$ cat src/rtl/core/sha256_hash_unit_macros.svh
// ----------------------------------------------------------------------------
// SHA-256 hash unit assertion macros
// Assertion macros shared by the hash unit's RTL files.
// ----------------------------------------------------------------------------
`ifndef SHA256_HASH_UNIT_MACROS_SVH
`define SHA256_HASH_UNIT_MACROS_SVH
// An implication that must hold at every clock edge outside reset.
`define SHA_ASSERT_IMP(lbl, clk, rst_n, ante, cons, msg) \
	lbl: assert property (@(posedge clk) disable iff (!rst_n) (ante) |-> (cons)) else $error(msg);
// An implication whose consequent is checked in the cycle after the antecedent.
`define SHA_ASSERT_NEXT(lbl, clk, rst_n, ante, cons, msg) \
	lbl: assert property (@(posedge clk) disable iff (!rst_n) (ante) |=> (cons)) else $error(msg);
`endif

$ cat src/rtl/core/sha_pkg.sv
// ----------------------------------------------------------------------------
// SHA-256 hash unit package
// Shared types, constants and round functions of the hash unit.
// ----------------------------------------------------------------------------
package sha_pkg;

	typedef struct packed {
		logic [7:0] data_byte;
		logic       has_byte;
		logic       end_of_message;
	} in_word_t;

	typedef struct packed {
		logic [31:0] digest_word;
		logic [2:0]  word_index;
		logic        last_word;
	} out_word_t;

	// Command from the front part to the compression engine.
	typedef struct packed {
		logic [511:0] block;
		logic         final_blk;
	} blk_cmd_t;

	localparam int unsigned QDEPTH = 2;
	localparam int unsigned QPTR_W = 1;

	localparam logic [7:0] PAD_BYTE = 8'h80;

	localparam logic [255:0] INIT_H = {
		32'h6a09e667, 32'hbb67ae85, 32'h3c6ef372, 32'ha54ff53a,
		32'h510e527f, 32'h9b05688c, 32'h1f83d9ab, 32'h5be0cd19};

	function automatic logic [31:0] round_k(input logic [5:0] i);
		logic [31:0] k;
		case (i)
			6'd0: k = 32'h428a2f98; 6'd1: k = 32'h71374491; 6'd2: k = 32'hb5c0fbcf;
			6'd3: k = 32'he9b5dba5; 6'd4: k = 32'h3956c25b; 6'd5: k = 32'h59f111f1;
			6'd6: k = 32'h923f82a4; 6'd7: k = 32'hab1c5ed5; 6'd8: k = 32'hd807aa98;
			6'd9: k = 32'h12835b01; 6'd10: k = 32'h243185be; 6'd11: k = 32'h550c7dc3;
			6'd12: k = 32'h72be5d74; 6'd13: k = 32'h80deb1fe; 6'd14: k = 32'h9bdc06a7;
			6'd15: k = 32'hc19bf174; 6'd16: k = 32'he49b69c1; 6'd17: k = 32'hefbe4786;
			6'd18: k = 32'h0fc19dc6; 6'd19: k = 32'h240ca1cc; 6'd20: k = 32'h2de92c6f;
			6'd21: k = 32'h4a7484aa; 6'd22: k = 32'h5cb0a9dc; 6'd23: k = 32'h76f988da;
			6'd24: k = 32'h983e5152; 6'd25: k = 32'ha831c66d; 6'd26: k = 32'hb00327c8;
			6'd27: k = 32'hbf597fc7; 6'd28: k = 32'hc6e00bf3; 6'd29: k = 32'hd5a79147;
			6'd30: k = 32'h06ca6351; 6'd31: k = 32'h14292967; 6'd32: k = 32'h27b70a85;
			6'd33: k = 32'h2e1b2138; 6'd34: k = 32'h4d2c6dfc; 6'd35: k = 32'h53380d13;
			6'd36: k = 32'h650a7354; 6'd37: k = 32'h766a0abb; 6'd38: k = 32'h81c2c92e;
			6'd39: k = 32'h92722c85; 6'd40: k = 32'ha2bfe8a1; 6'd41: k = 32'ha81a664b;
			6'd42: k = 32'hc24b8b70; 6'd43: k = 32'hc76c51a3; 6'd44: k = 32'hd192e819;
			6'd45: k = 32'hd6990624; 6'd46: k = 32'hf40e3585; 6'd47: k = 32'h106aa070;
			6'd48: k = 32'h19a4c116; 6'd49: k = 32'h1e376c08; 6'd50: k = 32'h2748774c;
			6'd51: k = 32'h34b0bcb5; 6'd52: k = 32'h391c0cb3; 6'd53: k = 32'h4ed8aa4a;
			6'd54: k = 32'h5b9cca4f; 6'd55: k = 32'h682e6ff3; 6'd56: k = 32'h748f82ee;
			6'd57: k = 32'h78a5636f; 6'd58: k = 32'h84c87814; 6'd59: k = 32'h8cc70208;
			6'd60: k = 32'h90befffa; 6'd61: k = 32'ha4506ceb; 6'd62: k = 32'hbef9a3f7;
			default: k = 32'hc67178f2;
		endcase
		return k;
	endfunction

	function automatic logic [31:0] ssig0(input logic [31:0] x);
		return {x[6:0], x[31:7]} ^ {x[17:0], x[31:18]} ^ (x >> 3);
	endfunction

	function automatic logic [31:0] ssig1(input logic [31:0] x);
		return {x[16:0], x[31:17]} ^ {x[18:0], x[31:19]} ^ (x >> 10);
	endfunction

	function automatic logic [31:0] bsig0(input logic [31:0] x);
		return {x[1:0], x[31:2]} ^ {x[12:0], x[31:13]} ^ {x[21:0], x[31:22]};
	endfunction

	function automatic logic [31:0] bsig1(input logic [31:0] x);
		return {x[5:0], x[31:6]} ^ {x[10:0], x[31:11]} ^ {x[24:0], x[31:25]};
	endfunction

endpackage

$ cat src/rtl/core/sha_queue.sv
// ----------------------------------------------------------------------------
// SHA-256 block queue
// Two-entry queue of block commands between front end and engine.
// ----------------------------------------------------------------------------
module sha_queue (
	input  logic                clk,
	input  logic                arst_n,
	input  logic                wr_valid,
	output logic                wr_stall,
	input  sha_pkg::blk_cmd_t   wr_data,
	output logic                rd_valid,
	input  logic                rd_stall,
	output sha_pkg::blk_cmd_t   rd_data
);

	sha_pkg::blk_cmd_t            mem_q [sha_pkg::QDEPTH];
	logic [sha_pkg::QPTR_W-1:0]   wptr_q;
	logic [sha_pkg::QPTR_W-1:0]   rptr_q;
	logic [sha_pkg::QPTR_W:0]     fill_q;
	logic                         wr;
	logic                         rd;

	assign wr_stall = (fill_q == (sha_pkg::QPTR_W + 1)'(sha_pkg::QDEPTH));
	assign rd_valid = (fill_q != '0);
	assign rd_data  = mem_q[rptr_q];
	assign wr       = wr_valid && !wr_stall;
	assign rd       = rd_valid && !rd_stall;

	always_ff @(posedge clk) begin
		if (wr) begin
			mem_q[wptr_q] <= wr_data;
		end
	end

	always_ff @(posedge clk or negedge arst_n) begin
		if (!arst_n) begin
			wptr_q <= '0;
			rptr_q <= '0;
			fill_q <= '0;
		end else begin
			if (wr) wptr_q <= wptr_q + 1'b1;
			if (rd) rptr_q <= rptr_q + 1'b1;
			fill_q <= fill_q + {1'b0, wr} - {1'b0, rd};
		end
	end

endmodule

$ cat config.mk
export PLATFORM = sky130hd
export DESIGN_NAME = sha_queue
export DESIGN_NICKNAME = d
export VERILOG_FILES = /design/src/rtl/core/sha256_hash_unit_macros.svh /design/src/rtl/core/sha_pkg.sv /design/src/rtl/core/sha_queue.sv
export SDC_FILE = /design/constraint.sdc
export NUM_CORES = 1
export LEC_CHECK = 0
export ABC_AREA = 1
export ABC_CLOCK_PERIOD_IN_PS = 27600
export BUFFER_PORTS_ARGS = -buffer_cell sky130_fd_sc_hd__buf_2
export CAP_MARGIN = 30
export CELL_PAD_IN_SITES_DETAIL_PLACEMENT = 0
export CELL_PAD_IN_SITES_GLOBAL_PLACEMENT = 2
export CORE_AREA = 3 3 406 408
export CTS_BUF_LIST = sky130_fd_sc_hd__clkbuf_16
export DETAILED_ROUTE_END_ITERATION = 10
export DIE_AREA = 0 0 409 411
export PLACE_DENSITY_LB_ADDON = 0.1
export SLEW_MARGIN = 20
export SYNTH_ARGS = -nofsm -noshare
export SYNTH_HDL_FRONTEND = slang
export SYNTH_SLANG_ARGS = --single-unit
$ cat constraint.sdc
create_clock -name clk -period 27.6 [get_ports clk]
set_input_delay 1.38 -clock clk [delete_from_list [all_inputs] [get_ports clk]]
set_output_delay 1.38 -clock clk [all_outputs]
set_load 0.005 [all_outputs]
==> results.toml <==
[clock_tree]
htree_levels = 3
cts-root-buf = "clkbuf_16"
clk_latency_ns = 0.72
post-cts-setup-buffers = 0
hold_buffers = 0
cts_buffers = 120
cts_tree = "yes"
cts_resized = 0
cts.sinks = 1030
cts.reportedPaths.clkPinSlew_ns = 0.06
cts_buffer_depth = 3

[place]
gp_congestion = 0.788
dp_cells = 5831
dp_slack_ns = 22.49
numPortBuffers = 1031
hpwl_mm = 96.0

[timing]
timing.fmax_mhz = 175
whs_ns = 0.480
min_period_ns = 5.73
setup_violations = 0
worst_slack_ns = 21.87
relSlewSlack = 0.289
rsz0062_at_grt = "false"
worstMarginPinSlew_ns = 1.07
finalClockSkew_ns = 0.0310
slew_viol_final = 0
finalHoldViolations = 0
setup_tns_ns = 0
period_share = 0.208

[worst_setup_path]
worst-setup-path-type = "register to output port"
end_kind = "output port"
crit_start = "rptr_q"
cp.arrival_ns = 4.35
cpLargestDelayFamily = "buffers and inverters"
reg2reg_from = "fill_q[0]"
critPathMaxFanout = 126
slowest_stage = "dfrtp_4"
worstPathCellList = "inv_8 -> buf_4 -> buf_4 -> nand2_1 -> nand2_1 -> buf_2"
required_ns = 26.22
startpoint_type = "register"
critical_path.max_stage_delay_ns = 0.76
cp_num_buf_inv = 4

[floorplan]
die-area_um2 = 168000
initial_utilization = 0.231
dieWidth_um = 409
io_pins = 1032
die_h_um = 411
coreArea_um2 = 162000
rows = 148

[grt]
overflow = 0
grt_pass1_vias = 23500
grt_max_degree = 156
antenna_found_initial = 136
gr-usage-all-layers = 0.155
grt_pass1_wl_mm = 184

[yosys]
synth_top_area_frac = 0.824
yosysWarnings = 0
async_flop_share = 0.00388
synth_area_per_cell_um2 = 13.8
ys_ff_latch = 1030
synth_cell_types = 11
synth_edf_count = 1026
syn_nets = 3231
synthTopCellsByArea = "edfxtp_1 (82%), nand2_1 (16%), buf_2 (1.4%)"
yosysTopAreaCell = "edfxtp_1"
ys_seq_area_frac = 0.827
synth_commonest_cells = "nand2_1 (1552), edfxtp_1 (1026), buf_2 (102), inv_1 (10), clkbuf_1 (9)"
syn_area_um2 = 37400
synthCells = 2712
synthFlopType = "edfxtp_1"
synth_most_common_cell = "nand2_1"

[hold_path]
hold_path.class = "register to register"
worstHoldStart = "wptr_q"

[detailed_routing]
drc = 0
drtPass1Iterations = 5
drtIter0Drc = 1393
antenna_left = 0
avgViaCountPerCell = 3.93
wl_per_cell_um = 22.3
vias = 23900
routed_wl_mm = 136

[cells_and_area]
nFillCells = 16600
drive_gt1_frac = 0.313
final_util = 0.302
syn_to_final_growth_pct = 30.7
final_cells = 6093
nets = 4297

[power_and_ir_drop]
p_per_area_nw_per_um2 = 110
p_leak_nw = 20.5
irDropWorstVdd_mv = 0.0545

[run]
max_cap_viol_count = 0

[status]
status = "completed"
==> flip-flops by register name, indices dropped and copies added (netlist names) <==
signal and flops:
rptr_q 1, mem_q 1026, fill_q 2, wptr_q 1
==> worst register-to-register path: cells and delay by family (launching register included) <==
family                 cells  cell delay, ns
buffers and inverters      4            2.15
and+or+nand+nor            3            0.78
DFF                        1            0.35
==> where the power goes <==
part / switching (mW) / internal, mW / total [mW]
clock: 0.633 / 0.855 / 1.49
sequential: 0.0853 / 2.13 / 2.22
combinational: 1.15 / 0.492 / 1.64
total: 1.87 / 3.48 / 5.35
==> placed cells by master (no fill, tap or decap) <==
master      instances
bufinv_16           7
buf_16              2
buf_2            1031
clkinv_2           20
clkinv_16           2
ha_1                2
clkinv_8            2
clkinv_1           38
nand2_1          1552
diode_2            36
edfxtp_1         1026
dfrtp_1             3
dfrtp_4             1
inv_8               2
nor2_4              1
buf_12              7
nand3_1             3
clkinvlp_4          4
inv_1              41
clkbuf_16         121
buf_4              17
==> through the flow <==
step                      total power, mW  cell area, um^2
final                                5.35            48900
after global routing                 5.71            48800
after CTS                            5.51            48800
after detailed placement             3.99            45100
after global placement               3.99            45000
after floorplan                      3.25            37400
==> final cells by class <==
cell class | count | area (um^2) | share of cell area
Sequential cell | 1030 | 30900 | 0.633
Multi-Input combinational cell | 1558 | 5880 | 0.120
Timing Repair Buffer | 1057 | 5480 | 0.112
Clock buffer | 121 | 3030 | 0.0620
Tap cell | 2175 | 2720 | 0.0557
Clock inverter | 105 | 696 | 0.0142
Antenna cell | 36 | 90.1 | 0.00184
Inverter | 11 | 56.3 | 0.00115
==> logic make-up (layout without fill, tap and decap cells) <==
| kind of cell | count (synthesis) | count (layout) | share of synthesized area |
|---|---|---|---|
| AND/OR/NAND/NOR | 1556 | 1556 | 0.156 |
| flip-flops | 1030 | 1030 | 0.827 |
| buffers and inverters | 124 | 1294 | 0.0161 |
| adder cells (fa/ha/maj) | 2 | 2 | 0.000669 |
| other | 0 | 36 | 0 |
==> layer usage <==
| layer | vias up | GRT usage | wire length, um |
|---|---|---|---|
| met2 | 859 | 0.283 | 70500 |
| met5 | - | 0 | 368 |
| li1 | 11400 | - | - |
| met3 | 322 | 0.0666 | 13400 |
| met1 | 11300 | 0.163 | 48100 |
| met4 | 56 | 0.0404 | 3580 |
==> worst paths after layout <==
| check | endpoint | slack (ns) | depth (start not counted) |
|---|---|---|---|
| max reg2reg | mem_q[1][254] | 23.56 | 7 |
| min | wptr_q | 0.48 | 2 |
| min reg2reg | wptr_q | 0.48 | 2 |
| max | rd_data[334] | 21.87 | 6 |
| max in group asynchronous | rptr_q | 26.90 | 1 |
| min in group asynchronous | wptr_q | 0.50 | 1 |
(Power assumes the default switching activity.)
