<file path="src/rtl/core/sha256_hash_unit_macros.svh">
// ----------------------------------------------------------------------------
// SHA-256 hash unit assertion macros
// Assertion macros shared by the hash unit's RTL files.
// ----------------------------------------------------------------------------
`ifndef SHA256_HASH_UNIT_MACROS_SVH
`define SHA256_HASH_UNIT_MACROS_SVH
// An implication that must hold at every clock edge outside reset.
`define SHA_ASSERT_IMP(lbl, clk, rst_n, ante, cons, msg) \
	lbl: assert property (@(posedge clk) disable iff (!rst_n) (ante) |-> (cons)) else $error(msg);
// An implication whose consequent is checked in the cycle after the antecedent.
`define SHA_ASSERT_NEXT(lbl, clk, rst_n, ante, cons, msg) \
	lbl: assert property (@(posedge clk) disable iff (!rst_n) (ante) |=> (cons)) else $error(msg);
`endif

</file>
<file path="src/rtl/core/sha_pkg.sv">
// ----------------------------------------------------------------------------
// SHA-256 hash unit package
// Shared types, constants and round functions of the hash unit.
// ----------------------------------------------------------------------------
package sha_pkg;

	typedef struct packed {
		logic [7:0] data_byte;
		logic       has_byte;
		logic       end_of_message;
	} in_word_t;

	typedef struct packed {
		logic [31:0] digest_word;
		logic [2:0]  word_index;
		logic        last_word;
	} out_word_t;

	// Command from the front part to the compression engine.
	typedef struct packed {
		logic [511:0] block;
		logic         final_blk;
	} blk_cmd_t;

	localparam int unsigned QDEPTH = 2;
	localparam int unsigned QPTR_W = 1;

	localparam logic [7:0] PAD_BYTE = 8'h80;

	localparam logic [255:0] INIT_H = {
		32'h6a09e667, 32'hbb67ae85, 32'h3c6ef372, 32'ha54ff53a,
		32'h510e527f, 32'h9b05688c, 32'h1f83d9ab, 32'h5be0cd19};

	function automatic logic [31:0] round_k(input logic [5:0] i);
		logic [31:0] k;
		case (i)
			6'd0: k = 32'h428a2f98; 6'd1: k = 32'h71374491; 6'd2: k = 32'hb5c0fbcf;
			6'd3: k = 32'he9b5dba5; 6'd4: k = 32'h3956c25b; 6'd5: k = 32'h59f111f1;
			6'd6: k = 32'h923f82a4; 6'd7: k = 32'hab1c5ed5; 6'd8: k = 32'hd807aa98;
			6'd9: k = 32'h12835b01; 6'd10: k = 32'h243185be; 6'd11: k = 32'h550c7dc3;
			6'd12: k = 32'h72be5d74; 6'd13: k = 32'h80deb1fe; 6'd14: k = 32'h9bdc06a7;
			6'd15: k = 32'hc19bf174; 6'd16: k = 32'he49b69c1; 6'd17: k = 32'hefbe4786;
			6'd18: k = 32'h0fc19dc6; 6'd19: k = 32'h240ca1cc; 6'd20: k = 32'h2de92c6f;
			6'd21: k = 32'h4a7484aa; 6'd22: k = 32'h5cb0a9dc; 6'd23: k = 32'h76f988da;
			6'd24: k = 32'h983e5152; 6'd25: k = 32'ha831c66d; 6'd26: k = 32'hb00327c8;
			6'd27: k = 32'hbf597fc7; 6'd28: k = 32'hc6e00bf3; 6'd29: k = 32'hd5a79147;
			6'd30: k = 32'h06ca6351; 6'd31: k = 32'h14292967; 6'd32: k = 32'h27b70a85;
			6'd33: k = 32'h2e1b2138; 6'd34: k = 32'h4d2c6dfc; 6'd35: k = 32'h53380d13;
			6'd36: k = 32'h650a7354; 6'd37: k = 32'h766a0abb; 6'd38: k = 32'h81c2c92e;
			6'd39: k = 32'h92722c85; 6'd40: k = 32'ha2bfe8a1; 6'd41: k = 32'ha81a664b;
			6'd42: k = 32'hc24b8b70; 6'd43: k = 32'hc76c51a3; 6'd44: k = 32'hd192e819;
			6'd45: k = 32'hd6990624; 6'd46: k = 32'hf40e3585; 6'd47: k = 32'h106aa070;
			6'd48: k = 32'h19a4c116; 6'd49: k = 32'h1e376c08; 6'd50: k = 32'h2748774c;
			6'd51: k = 32'h34b0bcb5; 6'd52: k = 32'h391c0cb3; 6'd53: k = 32'h4ed8aa4a;
			6'd54: k = 32'h5b9cca4f; 6'd55: k = 32'h682e6ff3; 6'd56: k = 32'h748f82ee;
			6'd57: k = 32'h78a5636f; 6'd58: k = 32'h84c87814; 6'd59: k = 32'h8cc70208;
			6'd60: k = 32'h90befffa; 6'd61: k = 32'ha4506ceb; 6'd62: k = 32'hbef9a3f7;
			default: k = 32'hc67178f2;
		endcase
		return k;
	endfunction

	function automatic logic [31:0] ssig0(input logic [31:0] x);
		return {x[6:0], x[31:7]} ^ {x[17:0], x[31:18]} ^ (x >> 3);
	endfunction

	function automatic logic [31:0] ssig1(input logic [31:0] x);
		return {x[16:0], x[31:17]} ^ {x[18:0], x[31:19]} ^ (x >> 10);
	endfunction

	function automatic logic [31:0] bsig0(input logic [31:0] x);
		return {x[1:0], x[31:2]} ^ {x[12:0], x[31:13]} ^ {x[21:0], x[31:22]};
	endfunction

	function automatic logic [31:0] bsig1(input logic [31:0] x);
		return {x[5:0], x[31:6]} ^ {x[10:0], x[31:11]} ^ {x[24:0], x[31:25]};
	endfunction

endpackage

</file>
<file path="src/rtl/core/sha_front.sv">
// ----------------------------------------------------------------------------
// SHA-256 front end
// Accepts message words, packs bytes into blocks, counts the length and
// builds the padding blocks, handing each finished block to the queue.
// ----------------------------------------------------------------------------
module sha_front (
	input  logic                clk,
	input  logic                arst_n,
	input  logic                in_valid,
	output logic                in_stall,
	input  sha_pkg::in_word_t   in_data,
	output logic                cmd_valid,
	input  logic                cmd_stall,
	output sha_pkg::blk_cmd_t   cmd
);

	localparam logic [1:0] ST_IN   = 2'd0;
	localparam logic [1:0] ST_PAD2 = 2'd2;

	logic [1:0]   state_q;
	logic [60:0]  count_q;
	logic [511:0] buf_q;
	logic         cmd_valid_q;
	sha_pkg::blk_cmd_t cmd_q;

	logic         acc;
	logic [5:0]   pos;
	logic [511:0] buf_b;
	logic [511:0] pad_blk;
	logic [60:0]  count_n;
	logic [63:0]  bits;
	logic [5:0]   ppos;
	logic         cmd_load;

	// The output register is free when empty or being taken.
	logic out_free;
	assign out_free = !cmd_valid_q || !cmd_stall;
	assign in_stall = (state_q != ST_IN) || !out_free;
	assign acc      = in_valid && !in_stall;
	assign pos      = count_q[5:0];
	assign count_n  = in_data.has_byte ? count_q + 61'd1 : count_q;
	assign ppos     = count_n[5:0];
	assign bits     = {count_n, 3'b000};
	assign cmd_valid = cmd_valid_q;
	assign cmd       = cmd_q;

	// A block leaves on a full block, on the end of a message, or as the
	// trailing length block.
	assign cmd_load = (state_q == ST_IN)
		? (acc && (in_data.end_of_message || (in_data.has_byte && pos == 6'd63)))
		: (state_q == ST_PAD2 && out_free);

	// Buffer with the incoming byte placed; bytes past it are don't care.
	always_comb begin
		buf_b = buf_q;
		if (in_data.has_byte) begin
			buf_b[(7'd63 - {1'b0, pos}) * 8 +: 8] = in_data.data_byte;
		end
		pad_blk = buf_b;
		for (int i = 0; i < 64; i++) begin
			if (i[5:0] == ppos && !(in_data.has_byte && pos == 6'd63)) begin
				pad_blk[(63 - i) * 8 +: 8] = sha_pkg::PAD_BYTE;
			end else if (i[5:0] > ppos || (in_data.has_byte && pos == 6'd63)) begin
				pad_blk[(63 - i) * 8 +: 8] = 8'h00;
			end
		end
		if (in_data.has_byte && pos == 6'd63) begin
			pad_blk[511:504] = sha_pkg::PAD_BYTE;
		end
	end

	always_ff @(posedge clk or negedge arst_n) begin
		if (!arst_n) begin
			state_q     <= ST_IN;
			count_q     <= '0;
			cmd_valid_q <= 1'b0;
		end else begin
			if (cmd_load) begin
				cmd_valid_q <= 1'b1;
			end else if (cmd_valid_q && !cmd_stall) begin
				cmd_valid_q <= 1'b0;
			end
			case (state_q)
				ST_IN: begin
					if (acc) begin
						if (in_data.end_of_message) begin
							// Full block just filled: send it, padding follows alone.
							if (in_data.has_byte && pos == 6'd63) begin
								cmd_q.block     <= buf_b;
								cmd_q.final_blk <= 1'b0;
								buf_q           <= pad_blk;
								count_q         <= count_n;
								state_q         <= ST_PAD2;
							end else if (ppos > 6'd55) begin
								cmd_q.block     <= pad_blk;
								cmd_q.final_blk <= 1'b0;
								buf_q           <= '0;
								count_q         <= count_n;
								state_q         <= ST_PAD2;
							end else begin
								cmd_q.block     <= {pad_blk[511:64], bits};
								cmd_q.final_blk <= 1'b1;
								count_q         <= '0;
							end
						end else begin
							buf_q   <= buf_b;
							count_q <= count_n;
							if (in_data.has_byte && pos == 6'd63) begin
								cmd_q.block     <= buf_b;
								cmd_q.final_blk <= 1'b0;
							end
						end
					end
				end
				ST_PAD2: begin
					if (out_free) begin
						cmd_q.block     <= {buf_q[511:64], count_q, 3'b000};
						cmd_q.final_blk <= 1'b1;
						count_q         <= '0;
						state_q         <= ST_IN;
					end
				end
				default: state_q <= ST_IN;
			endcase
		end
	end

endmodule

</file>
<file path="config.mk">
export PLATFORM = sky130hd
export DESIGN_NAME = sha_front
export DESIGN_NICKNAME = d
export VERILOG_FILES = /design/src/rtl/core/sha256_hash_unit_macros.svh /design/src/rtl/core/sha_pkg.sv /design/src/rtl/core/sha_front.sv
export SDC_FILE = /design/constraint.sdc
export NUM_CORES = 2
export LEC_CHECK = 0
export BUFFER_PORTS_ARGS = -buffer_cell sky130_fd_sc_hd__buf_2
export CORE_MARGIN = 2
export CORE_UTILIZATION = 35
export DETAILED_ROUTE_END_ITERATION = 16
export PLACE_DENSITY = 0.61
export SLEW_MARGIN = 20
export SYNTH_ARGS = -nofsm -noshare
export SYNTH_HDL_FRONTEND = slang
export SYNTH_SLANG_ARGS = --single-unit
</file>
<file path="constraint.sdc">
create_clock -name clk -period 38.4 [get_ports clk]
set_input_delay 7.68 -clock clk [delete_from_list [all_inputs] [get_ports clk]]
set_output_delay 7.68 -clock clk [all_outputs]
set_load 0.1 [all_outputs]
</file>
==> impl_metrics.tcl <==
set metrics [dict create \
    resized_after_cts 0 \
    rows 141 \
    vias_per_cell 5.92 \
    crit_path_time_final_ns 16.15 \
    synth.most_common_cell "edfxtp_1" \
    fmax_mhz 61.9 \
    run_status "finished, final reports clean" \
    slew_violations 0 \
    cp_data_arrival_time_ns 8.47 \
    place.port_buffers 528 \
    cp_data_required_time_ns 30.72 \
    syn_to_final_growth_pct 17.0 \
    drv.max_cap_violation_count 0 \
    ys.warnings.count 0 \
    cts_tree "done" \
    drc 0 \
    fin_nets 5212 \
    syn-instance-count 4741 \
    synth_enable_flop_cells 1025 \
    mappedNetlistArea_sq_um 51800 \
    critical-path-top-delay-family "buffers and inverters" \
    final.setup_skew_ns 0.0666 \
    routed-via-count 42800 \
    die-area_sq_um 151000 \
    cts.root.buffer_cell "clkbuf_16" \
    synth_simple_gate_area_share 0.151 \
    worstSetupEndpointType "output port" \
    netlist.area_leader.share 0.594 \
    layout_worst_path_cycle_share 0.420 \
    grt_use_total 0.255 \
    core-area_sq_um 147000 \
    peakVddDrop_v 0.0000380 \
    hp-class "register to register" \
    grt_pass1_vias 39200 \
    synth_compound_gate_area_share 0.180 \
    cts-hold-fix-buffers 0 \
    floorplan.initialDensity 0.352 \
    drt_wl_total_microns 202000 \
    cp_common_cell "buf_2" \
    postCtsSetupRepairBufs 0 \
    hold-worst-slack_ns 0.501 \
    dominant_combinational_cell_family_by_area_after_synthesis "compound AO/OA/AOI/OAI gates" \
    avgRoutedWirePerCell_microns 27.9 \
    synth.avg_cell_area_sq_um 10.9 \
    drive_gt1_frac 0.171 \
    clk_sink_count 1088 \
    worst_slew_margin_rel 0.181 \
    worst-setup-path-type "input port to output port" \
    cellPowerDensity_nw_per_um2 48.0 \
    maximum_number_of_pins_on_one_net_before_global_route_repair 186 \
    detailed_placer_s_ending_hpwl_microns 142000 \
    totalNegativeSetupSlack_ns 0 \
    synth-seq-area-share 0.624 \
    fillers 14200 \
    synth_seq_cells 1088 \
    drt-initial-drc-count 6365 \
    clock_tree.buffer_depth 3 \
    synth_top_cell_by_area "edfxtp_1" \
    critical_path_buf_inv_count 3 \
    postSynthNetCount 4757 \
    worstSkewPairLatency_ns 0.79 \
    synth.cells.most_frequent "edfxtp_1 (1025), nand2_1 (787), nor2_1 (652)" \
    hold_viol_final 0 \
    io_pins 529 \
    clk_pin_slew_worst_paths_ns 0.06 \
    synth_top_flop_cell "edfxtp_1" \
    unrepaired_setup_endpoints_after_global_routing "no" \
    grt_antenna_before_repair 17 \
    critPathSlowestCell "buf_2" \
    final_util 0.411 \
    synth_fa_ha_area_frac 0.000483 \
    synth_cell_types 85 \
    async_reset_ff_frac 0.0579 \
    first_pass_grt_wire_length_microns 281000 \
    path_cells "buf_2, a21oi_1, inv_1, buf_2" \
    worst_path_largest_cell_delay_ns 0.30 \
    yosys-mux-area-fraction 0.0159 \
    route.antenna.remaining_nets 0 \
    fp.dieH_microns 389 \
    timing.critical_path.from_type "input port" \
    timing.critical_path.fanout_max 4 \
    cts_made_buffers 118 \
    fp.dieW_microns 389 \
    timing_worst_slew_pin_value_ns 1.23 \
    drt_pre_antenna_iters 9 \
    post_synth_main_area_contributors "edfxtp_1 (59%), nand2_1 (5.7%), a21oi_1 (5.0%), nor2_1 (4.7%), a22o_1 (4.6%)" \
    finalSetupViolations 0 \
    static-leakage-power_nw 21.5 \
    gpl.final_weighted_congestion 0.956 \
    htreeDepth 3 \
    synth_xor_area_frac 0.00263 \
    grt_remaining_overflow 0 \
]
==> placed cells by master, fill, tap and decap left out, types with 14 or more instances in the layout <==
cell type  Yosys  final
edfxtp_1    1025   1025
nand2_1      787    786
nor2_1       652    648
buf_2         56    527
a21oi_1      519    519
a22o_1       274    274
o21ai_0      229    227
clkbuf_16      0    119
buf_4          9     86
mux2i_1       72     72
nor3_1        67     64
nand3_1       63     63
o2bb2ai_1     62     62
dfrtp_1       63     62
and2_1        50     50
inv_1         46     45
o31ai_1       41     41
and3_1        39     38
a31oi_1       37     37
o22ai_1       33     33
a21o_1        29     29
nand4_1       22     22
o21ai_1       21     21
a32o_1        21     21
a22oi_1       21     21
nand2b_1      20     20
clkbuf_1     208     20
nor2_2        16     19
bufinv_16      0     19
clkinv_1       0     17
a32oi_1       16     16
clkinv_2       0     15
nor3_2        12     14
o211ai_1      14     14
==> path summary, 6_finish.rpt <==
| check | start | to | slack [ns] | depth (start not counted) |
|---|---|---|---|---|
| min in group asynchronous | arst_n | cmd_valid | 6.92 | 2 |
| hold / removal | count_q[40] | count_q[40] | 0.50 | 1 |
| setup reg to reg | count_q[1] | buf_q[470] | 31.36 | 12 |
| max in group asynchronous | arst_n | state_q[1] | 30.54 | 3 |
| hold reg to reg | count_q[40] | count_q[40] | 0.50 | 1 |
| setup / recovery | cmd_stall | in_stall | 22.25 | 4 |
==> report_power, final <==
group	internal, mW	leakage, nW	switching (mW)
registers	1.34	10.4	0.0186
logic	0.0647	9.20	0.296
clock network	0.696	1.92	0.498
total	2.10	21.5	0.813
==> metrics by stage <==
step	total power, mW	cell area (sq um)	std cells	worst slack, ns
final	2.91	60600	7223	22.25
after global routing	2.98	60600	7216	22.22
after CTS	2.91	60600	7215	22.24
after detailed placement	1.73	56600	7005	22.24
after global placement	1.73	56600	7005	22.26
after floorplan	1.63	51800	4741	16.82
==> layer usage <==
metal	wire length, microns	up-vias	GRT usage
li1	-	18600	-
met1	78200	21100	0.339
met2	90400	2615	0.390
met3	22000	501	0.0593
met4	11000	6	0.129
met5	42	-	0
==> final cells by class <==
cell class              instances  area (sq um)  share of cell area
diodes                          7          17.5            0.000289
clock inverters                70           916              0.0151
multi-input cells            3323         18300               0.302
flip-flops and latches       1088         32400               0.534
clock buffers                 140          3070              0.0506
repair buffers                619          3410              0.0562
inverters                      46           173             0.00285
well taps                    1930          2410              0.0398
==> logic make-up after synthesis <==
logic type	after synthesis
mux	81
buf+inv	330
xor+xnor	13
simple gates	1812
fa+ha+maj	2
flops	1088
compound gates	1415
==> state kept, by name, indices dropped and copies added (netlist names) <==
| register | flops |
|---|---|
| count_q | 61 |
| cmd | 513 |
| buf_q | 512 |
| state_q | 1 |
| cmd_valid | 1 |
==> worst register-to-register path: stages, from the launching register on <==
cell,delay [ns]
dfrtp_1,0.98
nand3_2,0.42
nor2_1,0.20
ha_1,0.25
and2_1,0.38
a21oi_1,0.08
buf_4,0.22
o31ai_2,0.23
buf_4,0.38
and3_4,0.86
buf_12,0.72
buf_4,1.01
buf_4,0.88
Power figures use the tool's default switching activity.
