<file path="config.mk">
export PLATFORM = sky130hd
export DESIGN_NAME = sha_engine
export DESIGN_NICKNAME = d
export VERILOG_FILES = /design/src/rtl/core/sha_pkg.sv /design/src/rtl/core/sha_engine.sv
export VERILOG_INCLUDE_DIRS = /design/src /design/src/rtl/core
export SDC_FILE = /design/constraint.sdc
export NUM_CORES = 2
export LEC_CHECK = 0
export ABC_CLOCK_PERIOD_IN_PS = 37200
export BUFFER_PORTS_ARGS = -buffer_cell sky130_fd_sc_hd__buf_2
export CAP_MARGIN = 0
export CELL_PAD_IN_SITES_DETAIL_PLACEMENT = 1
export CELL_PAD_IN_SITES_GLOBAL_PLACEMENT = 1
export CORE_MARGIN = 10
export CORE_UTILIZATION = 40
export CTS_CLUSTER_SIZE = 10
export DETAILED_ROUTE_END_ITERATION = 16
export GPL_ROUTABILITY_DRIVEN = 0
export HOLD_SLACK_MARGIN = 0.05
export PLACE_DENSITY_LB_ADDON = 0.1
export SKIP_LAST_GASP = 1
export SLEW_MARGIN = 30
export SYNTH_ARGS = -nofsm -noshare
export SYNTH_HDL_FRONTEND = slang
export SYNTH_SLANG_ARGS = --single-unit
</file>
<file path="constraint.sdc">
create_clock -name clk -period 37.2 [get_ports clk]
set_input_delay 7.44 -clock clk [delete_from_list [all_inputs] [get_ports clk]]
set_output_delay 7.44 -clock clk [all_outputs]
set_load 0.02 [all_outputs]
</file>
<file path="src/rtl/core/sha256_hash_unit_macros.svh">
// ----------------------------------------------------------------------------
// SHA-256 hash unit assertion macros
// Assertion macros shared by the hash unit's RTL files.
// ----------------------------------------------------------------------------
`ifndef SHA256_HASH_UNIT_MACROS_SVH
`define SHA256_HASH_UNIT_MACROS_SVH
// An implication that must hold at every clock edge outside reset.
`define SHA_ASSERT_IMP(lbl, clk, rst_n, ante, cons, msg) \
	lbl: assert property (@(posedge clk) disable iff (!rst_n) (ante) |-> (cons)) else $error(msg);
// An implication whose consequent is checked in the cycle after the antecedent.
`define SHA_ASSERT_NEXT(lbl, clk, rst_n, ante, cons, msg) \
	lbl: assert property (@(posedge clk) disable iff (!rst_n) (ante) |=> (cons)) else $error(msg);
`endif

</file>
<file path="src/rtl/core/sha_pkg.sv">
// ----------------------------------------------------------------------------
// SHA-256 hash unit package
// Shared types, constants and round functions of the hash unit.
// ----------------------------------------------------------------------------
package sha_pkg;

	typedef struct packed {
		logic [7:0] data_byte;
		logic       has_byte;
		logic       end_of_message;
	} in_word_t;

	typedef struct packed {
		logic [31:0] digest_word;
		logic [2:0]  word_index;
		logic        last_word;
	} out_word_t;

	// Command from the front part to the compression engine.
	typedef struct packed {
		logic [511:0] block;
		logic         final_blk;
	} blk_cmd_t;

	localparam int unsigned QDEPTH = 2;
	localparam int unsigned QPTR_W = 1;

	localparam logic [7:0] PAD_BYTE = 8'h80;

	localparam logic [255:0] INIT_H = {
		32'h6a09e667, 32'hbb67ae85, 32'h3c6ef372, 32'ha54ff53a,
		32'h510e527f, 32'h9b05688c, 32'h1f83d9ab, 32'h5be0cd19};

	function automatic logic [31:0] round_k(input logic [5:0] i);
		logic [31:0] k;
		case (i)
			6'd0: k = 32'h428a2f98; 6'd1: k = 32'h71374491; 6'd2: k = 32'hb5c0fbcf;
			6'd3: k = 32'he9b5dba5; 6'd4: k = 32'h3956c25b; 6'd5: k = 32'h59f111f1;
			6'd6: k = 32'h923f82a4; 6'd7: k = 32'hab1c5ed5; 6'd8: k = 32'hd807aa98;
			6'd9: k = 32'h12835b01; 6'd10: k = 32'h243185be; 6'd11: k = 32'h550c7dc3;
			6'd12: k = 32'h72be5d74; 6'd13: k = 32'h80deb1fe; 6'd14: k = 32'h9bdc06a7;
			6'd15: k = 32'hc19bf174; 6'd16: k = 32'he49b69c1; 6'd17: k = 32'hefbe4786;
			6'd18: k = 32'h0fc19dc6; 6'd19: k = 32'h240ca1cc; 6'd20: k = 32'h2de92c6f;
			6'd21: k = 32'h4a7484aa; 6'd22: k = 32'h5cb0a9dc; 6'd23: k = 32'h76f988da;
			6'd24: k = 32'h983e5152; 6'd25: k = 32'ha831c66d; 6'd26: k = 32'hb00327c8;
			6'd27: k = 32'hbf597fc7; 6'd28: k = 32'hc6e00bf3; 6'd29: k = 32'hd5a79147;
			6'd30: k = 32'h06ca6351; 6'd31: k = 32'h14292967; 6'd32: k = 32'h27b70a85;
			6'd33: k = 32'h2e1b2138; 6'd34: k = 32'h4d2c6dfc; 6'd35: k = 32'h53380d13;
			6'd36: k = 32'h650a7354; 6'd37: k = 32'h766a0abb; 6'd38: k = 32'h81c2c92e;
			6'd39: k = 32'h92722c85; 6'd40: k = 32'ha2bfe8a1; 6'd41: k = 32'ha81a664b;
			6'd42: k = 32'hc24b8b70; 6'd43: k = 32'hc76c51a3; 6'd44: k = 32'hd192e819;
			6'd45: k = 32'hd6990624; 6'd46: k = 32'hf40e3585; 6'd47: k = 32'h106aa070;
			6'd48: k = 32'h19a4c116; 6'd49: k = 32'h1e376c08; 6'd50: k = 32'h2748774c;
			6'd51: k = 32'h34b0bcb5; 6'd52: k = 32'h391c0cb3; 6'd53: k = 32'h4ed8aa4a;
			6'd54: k = 32'h5b9cca4f; 6'd55: k = 32'h682e6ff3; 6'd56: k = 32'h748f82ee;
			6'd57: k = 32'h78a5636f; 6'd58: k = 32'h84c87814; 6'd59: k = 32'h8cc70208;
			6'd60: k = 32'h90befffa; 6'd61: k = 32'ha4506ceb; 6'd62: k = 32'hbef9a3f7;
			default: k = 32'hc67178f2;
		endcase
		return k;
	endfunction

	function automatic logic [31:0] ssig0(input logic [31:0] x);
		return {x[6:0], x[31:7]} ^ {x[17:0], x[31:18]} ^ (x >> 3);
	endfunction

	function automatic logic [31:0] ssig1(input logic [31:0] x);
		return {x[16:0], x[31:17]} ^ {x[18:0], x[31:19]} ^ (x >> 10);
	endfunction

	function automatic logic [31:0] bsig0(input logic [31:0] x);
		return {x[1:0], x[31:2]} ^ {x[12:0], x[31:13]} ^ {x[21:0], x[31:22]};
	endfunction

	function automatic logic [31:0] bsig1(input logic [31:0] x);
		return {x[5:0], x[31:6]} ^ {x[10:0], x[31:11]} ^ {x[24:0], x[31:25]};
	endfunction

endpackage

</file>
<file path="src/rtl/core/sha_engine.sv">
// ----------------------------------------------------------------------------
// SHA-256 compression engine
// Runs 64 rounds on each block, one a cycle, then emits the digest words
// after a final block and returns the chaining state to its start value.
// ----------------------------------------------------------------------------
`include "sha256_hash_unit_macros.svh"
module sha_engine (
	input  logic                clk,
	input  logic                arst_n,
	input  logic                cmd_valid,
	output logic                cmd_stall,
	input  sha_pkg::blk_cmd_t   cmd,
	output logic                out_valid,
	input  logic                stall,
	output sha_pkg::out_word_t  out_data
);

	localparam logic [1:0] ST_IDLE = 2'd0;
	localparam logic [1:0] ST_RUN  = 2'd1;
	localparam logic [1:0] ST_ADD  = 2'd2;
	localparam logic [1:0] ST_OUT  = 2'd3;

	logic [1:0]   state_q;
	logic [5:0]   rnd_q;
	logic [255:0] h_q;
	logic [31:0]  w_q [16];
	logic [31:0]  a_q, b_q, c_q, d_q, e_q, f_q, g_q, hh_q;
	logic         fin_q;
	logic [2:0]   idx_q;
	logic         out_valid_q;
	sha_pkg::out_word_t out_q;

	logic [31:0] t1, t2, wnew;

	assign cmd_stall = (state_q != ST_IDLE);
	assign out_valid = out_valid_q;
	assign out_data  = out_q;

	assign t1 = hh_q + sha_pkg::bsig1(e_q) + ((e_q & f_q) ^ (~e_q & g_q))
		+ sha_pkg::round_k(rnd_q) + w_q[0];
	assign t2 = sha_pkg::bsig0(a_q) + ((a_q & b_q) ^ (a_q & c_q) ^ (b_q & c_q));
	assign wnew = sha_pkg::ssig1(w_q[14]) + w_q[9] + sha_pkg::ssig0(w_q[1]) + w_q[0];

	always_ff @(posedge clk) begin
		if (state_q == ST_IDLE && cmd_valid) begin
			for (int i = 0; i < 16; i++) begin
				w_q[i] <= cmd.block[(15 - i) * 32 +: 32];
			end
			{a_q, b_q, c_q, d_q, e_q, f_q, g_q, hh_q} <= h_q;
			fin_q <= cmd.final_blk;
		end else if (state_q == ST_RUN) begin
			for (int i = 0; i < 15; i++) begin
				w_q[i] <= w_q[i + 1];
			end
			w_q[15] <= wnew;
			hh_q <= g_q; g_q <= f_q; f_q <= e_q; e_q <= d_q + t1;
			d_q <= c_q; c_q <= b_q; b_q <= a_q; a_q <= t1 + t2;
		end
	end

	always_ff @(posedge clk or negedge arst_n) begin
		if (!arst_n) begin
			state_q     <= ST_IDLE;
			rnd_q       <= '0;
			h_q         <= sha_pkg::INIT_H;
			idx_q       <= '0;
			out_valid_q <= 1'b0;
		end else begin
			if (state_q != ST_OUT && out_valid_q && !stall) begin
				out_valid_q <= 1'b0;
			end
			case (state_q)
				ST_IDLE: begin
					if (cmd_valid) begin
						rnd_q   <= '0;
						state_q <= ST_RUN;
					end
				end
				ST_RUN: begin
					rnd_q <= rnd_q + 6'd1;
					if (rnd_q == 6'd63) state_q <= ST_ADD;
				end
				ST_ADD: begin
					h_q <= {h_q[255:224] + a_q, h_q[223:192] + b_q, h_q[191:160] + c_q,
						h_q[159:128] + d_q, h_q[127:96] + e_q, h_q[95:64] + f_q,
						h_q[63:32] + g_q, h_q[31:0] + hh_q};
					idx_q   <= '0;
					state_q <= fin_q ? ST_OUT : ST_IDLE;
				end
				ST_OUT: begin
					if (!out_valid_q || !stall) begin
						out_q.digest_word <= h_q[(3'd7 - idx_q) * 32 +: 32];
						out_q.word_index  <= idx_q;
						out_q.last_word   <= (idx_q == 3'd7);
						out_valid_q       <= 1'b1;
						idx_q             <= idx_q + 3'd1;
						if (idx_q == 3'd7) begin
							h_q     <= sha_pkg::INIT_H;
							state_q <= ST_IDLE;
						end
					end
				end
				default: state_q <= ST_IDLE;
			endcase
		end
	end

	`SHA_ASSERT_IMP(a_run_rnd, clk, arst_n, state_q == ST_ADD, rnd_q == 6'd0, "round count off")
	`SHA_ASSERT_NEXT(a_idle_take, clk, arst_n, state_q == ST_IDLE && cmd_valid, state_q == ST_RUN, "no load")
	`SHA_ASSERT_IMP(a_last_idx, clk, arst_n, out_valid_q && out_q.last_word, out_q.word_index == 3'd7, "last word index")

endmodule

</file>
==> out/qor.yml <==
dr.first_iter.drc_count: 5021
cts-buffers-inserted: 139
synth-async-reset-ratio_pct: 24.98
ant_nets: 0
relSlewSlack_pct: 27.21
maxCapViolations: 0
die-area_um2: 199600
clock_latency_ns: 0.81
core_area_um2: 180900
ctsHoldBuffers: 0
rows: 156
min_period_ns: 12.34
cp_max_fo: 114
hold_viol_final: 0
initial_core_util_pct: 40.27
fp.dieH_um: 446.8
critPathTopFamily: "buffers and inverters"
hpwl_um: 237200
finalSetupTns_ns: 0
skew_ns: 0.02775
ys_ff_latch: 1073
syn_inst: 7857
via_per_inst: 5.750
syn_nets: 8964
cp.required_ns: 37.63
timing.rr.end: "a_q[31]"
first_pass_iters: 5
rsz0062_at_grt: "no"
pin_count: 555
multiInputGateArea_um2: 39250
crit_top_cell: "buf_4"
reg2regPathDepth: 36
nNetsFinal: 9365
crit_path_end_kind: "register"
htreeDepth: 4
setup_violations: 0
via_count: 61730
rrSetupSlack_ns: 26.22
cts_buffer_depth: 3
root_buffer: "clkbuf_16"
grt_antenna_before_repair: 53
yosysWarnings: 0
path_buf_inv: 8
arrival_ns: 12.77
clock_sinks: 1073
area_growth_pct: 13.12
cp_num_cells: 10
grt_max_degree: 206
overflow: 0
wl_per_cell_um: 28.66
fin_crit_sh_pct: 33.16
grt_pass1_vias: 64710
timing.rr.start: "rnd_q[1]"
synth_seq_area_share_pct: 42.61
start_kind: "input pin"
fmax_ghz: 0.08107
grt_pass1_wl_um: 443900
finalMaxSlewViolations: 0
worstMarginPinSlew_ns: 1.092
drive_gt1_share_pct: 13.95
clk_pin_slew_ns: 0.06
synth_area_um2: 72870
synth.distinct_cells: 102
totalWireLength_um: 307600
outcome: "finished clean"
crit_chain: "buf_2 -> nand2_8 -> inv_8 -> nor2_1 -> clkinv_8 -> buf_4 -> buf_16 -> buf_4 -> buf_4 -> buf_6"
die_width_um: 446.8
hold_path.class: "register to register"
synthFlopType: "edfxtp_1"
regArea_um2: 31060
grt_use_total_pct: 30.00
cts_resized: 0
syn_avg_cell_area_um2: 9.274
cts_setup_buffers: 0
nFillCells: 20790
crit_type: "input pin to register"
cts_tree: "built"
cp-endpoint: "w_q[0][221]"
critPathSlowestCell: "buf_4"
remaining_drc_errors: 0
port-buffer-count: 554
synth_edf_count: 805
setup.worst_path.start: "cmd_valid"
max_stage_delay_ns: 0.86
-- state kept, by name, indices dropped and copies added, names as in the netlist, 32 cells and up --
signal / flops
w_q: 512
hh_q: 32
e_q: 32
f_q: 32
h_q: 256
d_q: 32
c_q: 32
g_q: 32
out_data: 36
b_q: 32
a_q: 32
-- worst min path at each step --
stage,endpoint,cells after the start,start
2_1_floorplan,out_data[3],0,idx_q[2]
3_3_place_gp,w_q[0][127],2,w_q[0][159]
3_5_place_dp,w_q[0][141],2,w_q[0][173]
4_1_cts,w_q[0][53],2,w_q[0][85]
5_1_grt,h_q[131],2,h_q[131]
6_report,w_q[0][36],2,w_q[0][68]
-- worst register-to-register path, delay by kind of cell (launching register included) --
kind | cells | cell delay (ns)
AO/OA/AOI/OAI | 16 | 4.58
XOR/XNOR | 3 | 1.02
adder cells (fa/ha/maj) | 6 | 2.67
buffers and inverters | 5 | 0.83
flip-flops | 1 | 0.32
AND/OR/NAND/NOR | 6 | 1.27
-- layer usage --
metal | vias to the layer above | part of all wire [%] | global-route usage [%]
met5 | - | 0.093 | 0
met4 | 42 | 6.3 | 16.15
met3 | 622 | 5.2 | 4.933
met2 | 1940 | 50 | 52.28
met1 | 31230 | 39 | 35.27
li1 | 27890 | - | -
-- logic make-up (layout without fill, tap and decap cells) --
group / Yosys count / count (layout) / share of synthesized area (%)
muxes: 145 / 145 / 3.323
xor gates and xnor gates: 555 / 555 / 6.671
other: 0 / 11 / 0
AOI/OAI and AO/OA: 1554 / 1554 / 13.51
adders and majority gates: 592 / 592 / 12.17
DFF: 1073 / 1073 / 42.61
and+or+nand+nor: 3232 / 3232 / 18.08
buffers and inverters: 706 / 1202 / 3.639
-- cells in the mapped netlist, drive strengths merged (14+ instances only) --
cell    instances  area [um^2]
nand2        2396         8994
edfxtp        805        24170
a21oi         481         2422
o21ai         423         2125
ha            395         4942
nor2          365         1370
xnor2         351         3074
clkbuf        347         1303
inv           333         1250
xor2          204         1787
fa            195         3904
a21o          161         1210
dfstp         136         3573
dfrtp         132         3303
nand3          90        450.4
nor3           88        445.4
mux4           72         1622
o21a           69        518.0
nand2b         66        412.9
mux2           55        619.3
a211oi         50        397.9
a31oi          47        309.0
nor2b          47        294.0
o21bai         41        307.8
and3           39        244.0
o211ai         33        252.7
or3            30        188.9
o31ai          29        222.7
buf            26        98.84
nand4          21        131.4
a211o          18        157.7
a311oi         18        170.2
and2           18        112.6
mux2i          18        180.2
or2            18        112.6
nor4           16        115.1
o22a           16        140.1
o311ai         14        122.6
-- area by class of cell --
cell class / instances / share of cell area, %
Inverter: 333 / 1.541
Clock inverter: 46 / 0.6117
Antenna cell: 11 / 0.03340
Multi-Input combinational cell: 6078 / 47.62
Tap cell: 2370 / 3.598
Timing Repair Buffer: 633 / 4.287
Clock buffer: 190 / 4.627
Sequential cell: 1073 / 37.69
-- cell usage in the layout, fill, tap and decap left out, types with 136 or more instances in the layout --
master and count:
ha_1 395, clkbuf_16 142, fa_1 195, o21ai_0 408
dfstp_2 136, inv_1 330, a21oi_1 476, nand2_1 2394
buf_2 553, nor2_1 364, edfxtp_1 805, xnor2_1 351
a21o_1 160, xor2_1 204
-- stage by stage --
step                      instance area (um^2)  utilization [%]  worst slack [ns]  hold WS (ns)  instances
after floorplan                          72870                -             13.34        0.4512       7857
after global placement                   77940            43.08             23.23        0.4895      10480
after detailed placement                 77970            43.09             23.11        0.4966      10480
after CTS                                82290            45.48             23.98        0.5053      10720
after global routing                     82410            45.55             24.48        0.5276      10730
final                                    82430            45.55             24.87        0.5039      10730
Power is left out: the tool's default activity adds up to more than one toggle a clock period on the data nets, which glitch-free logic cannot reach.
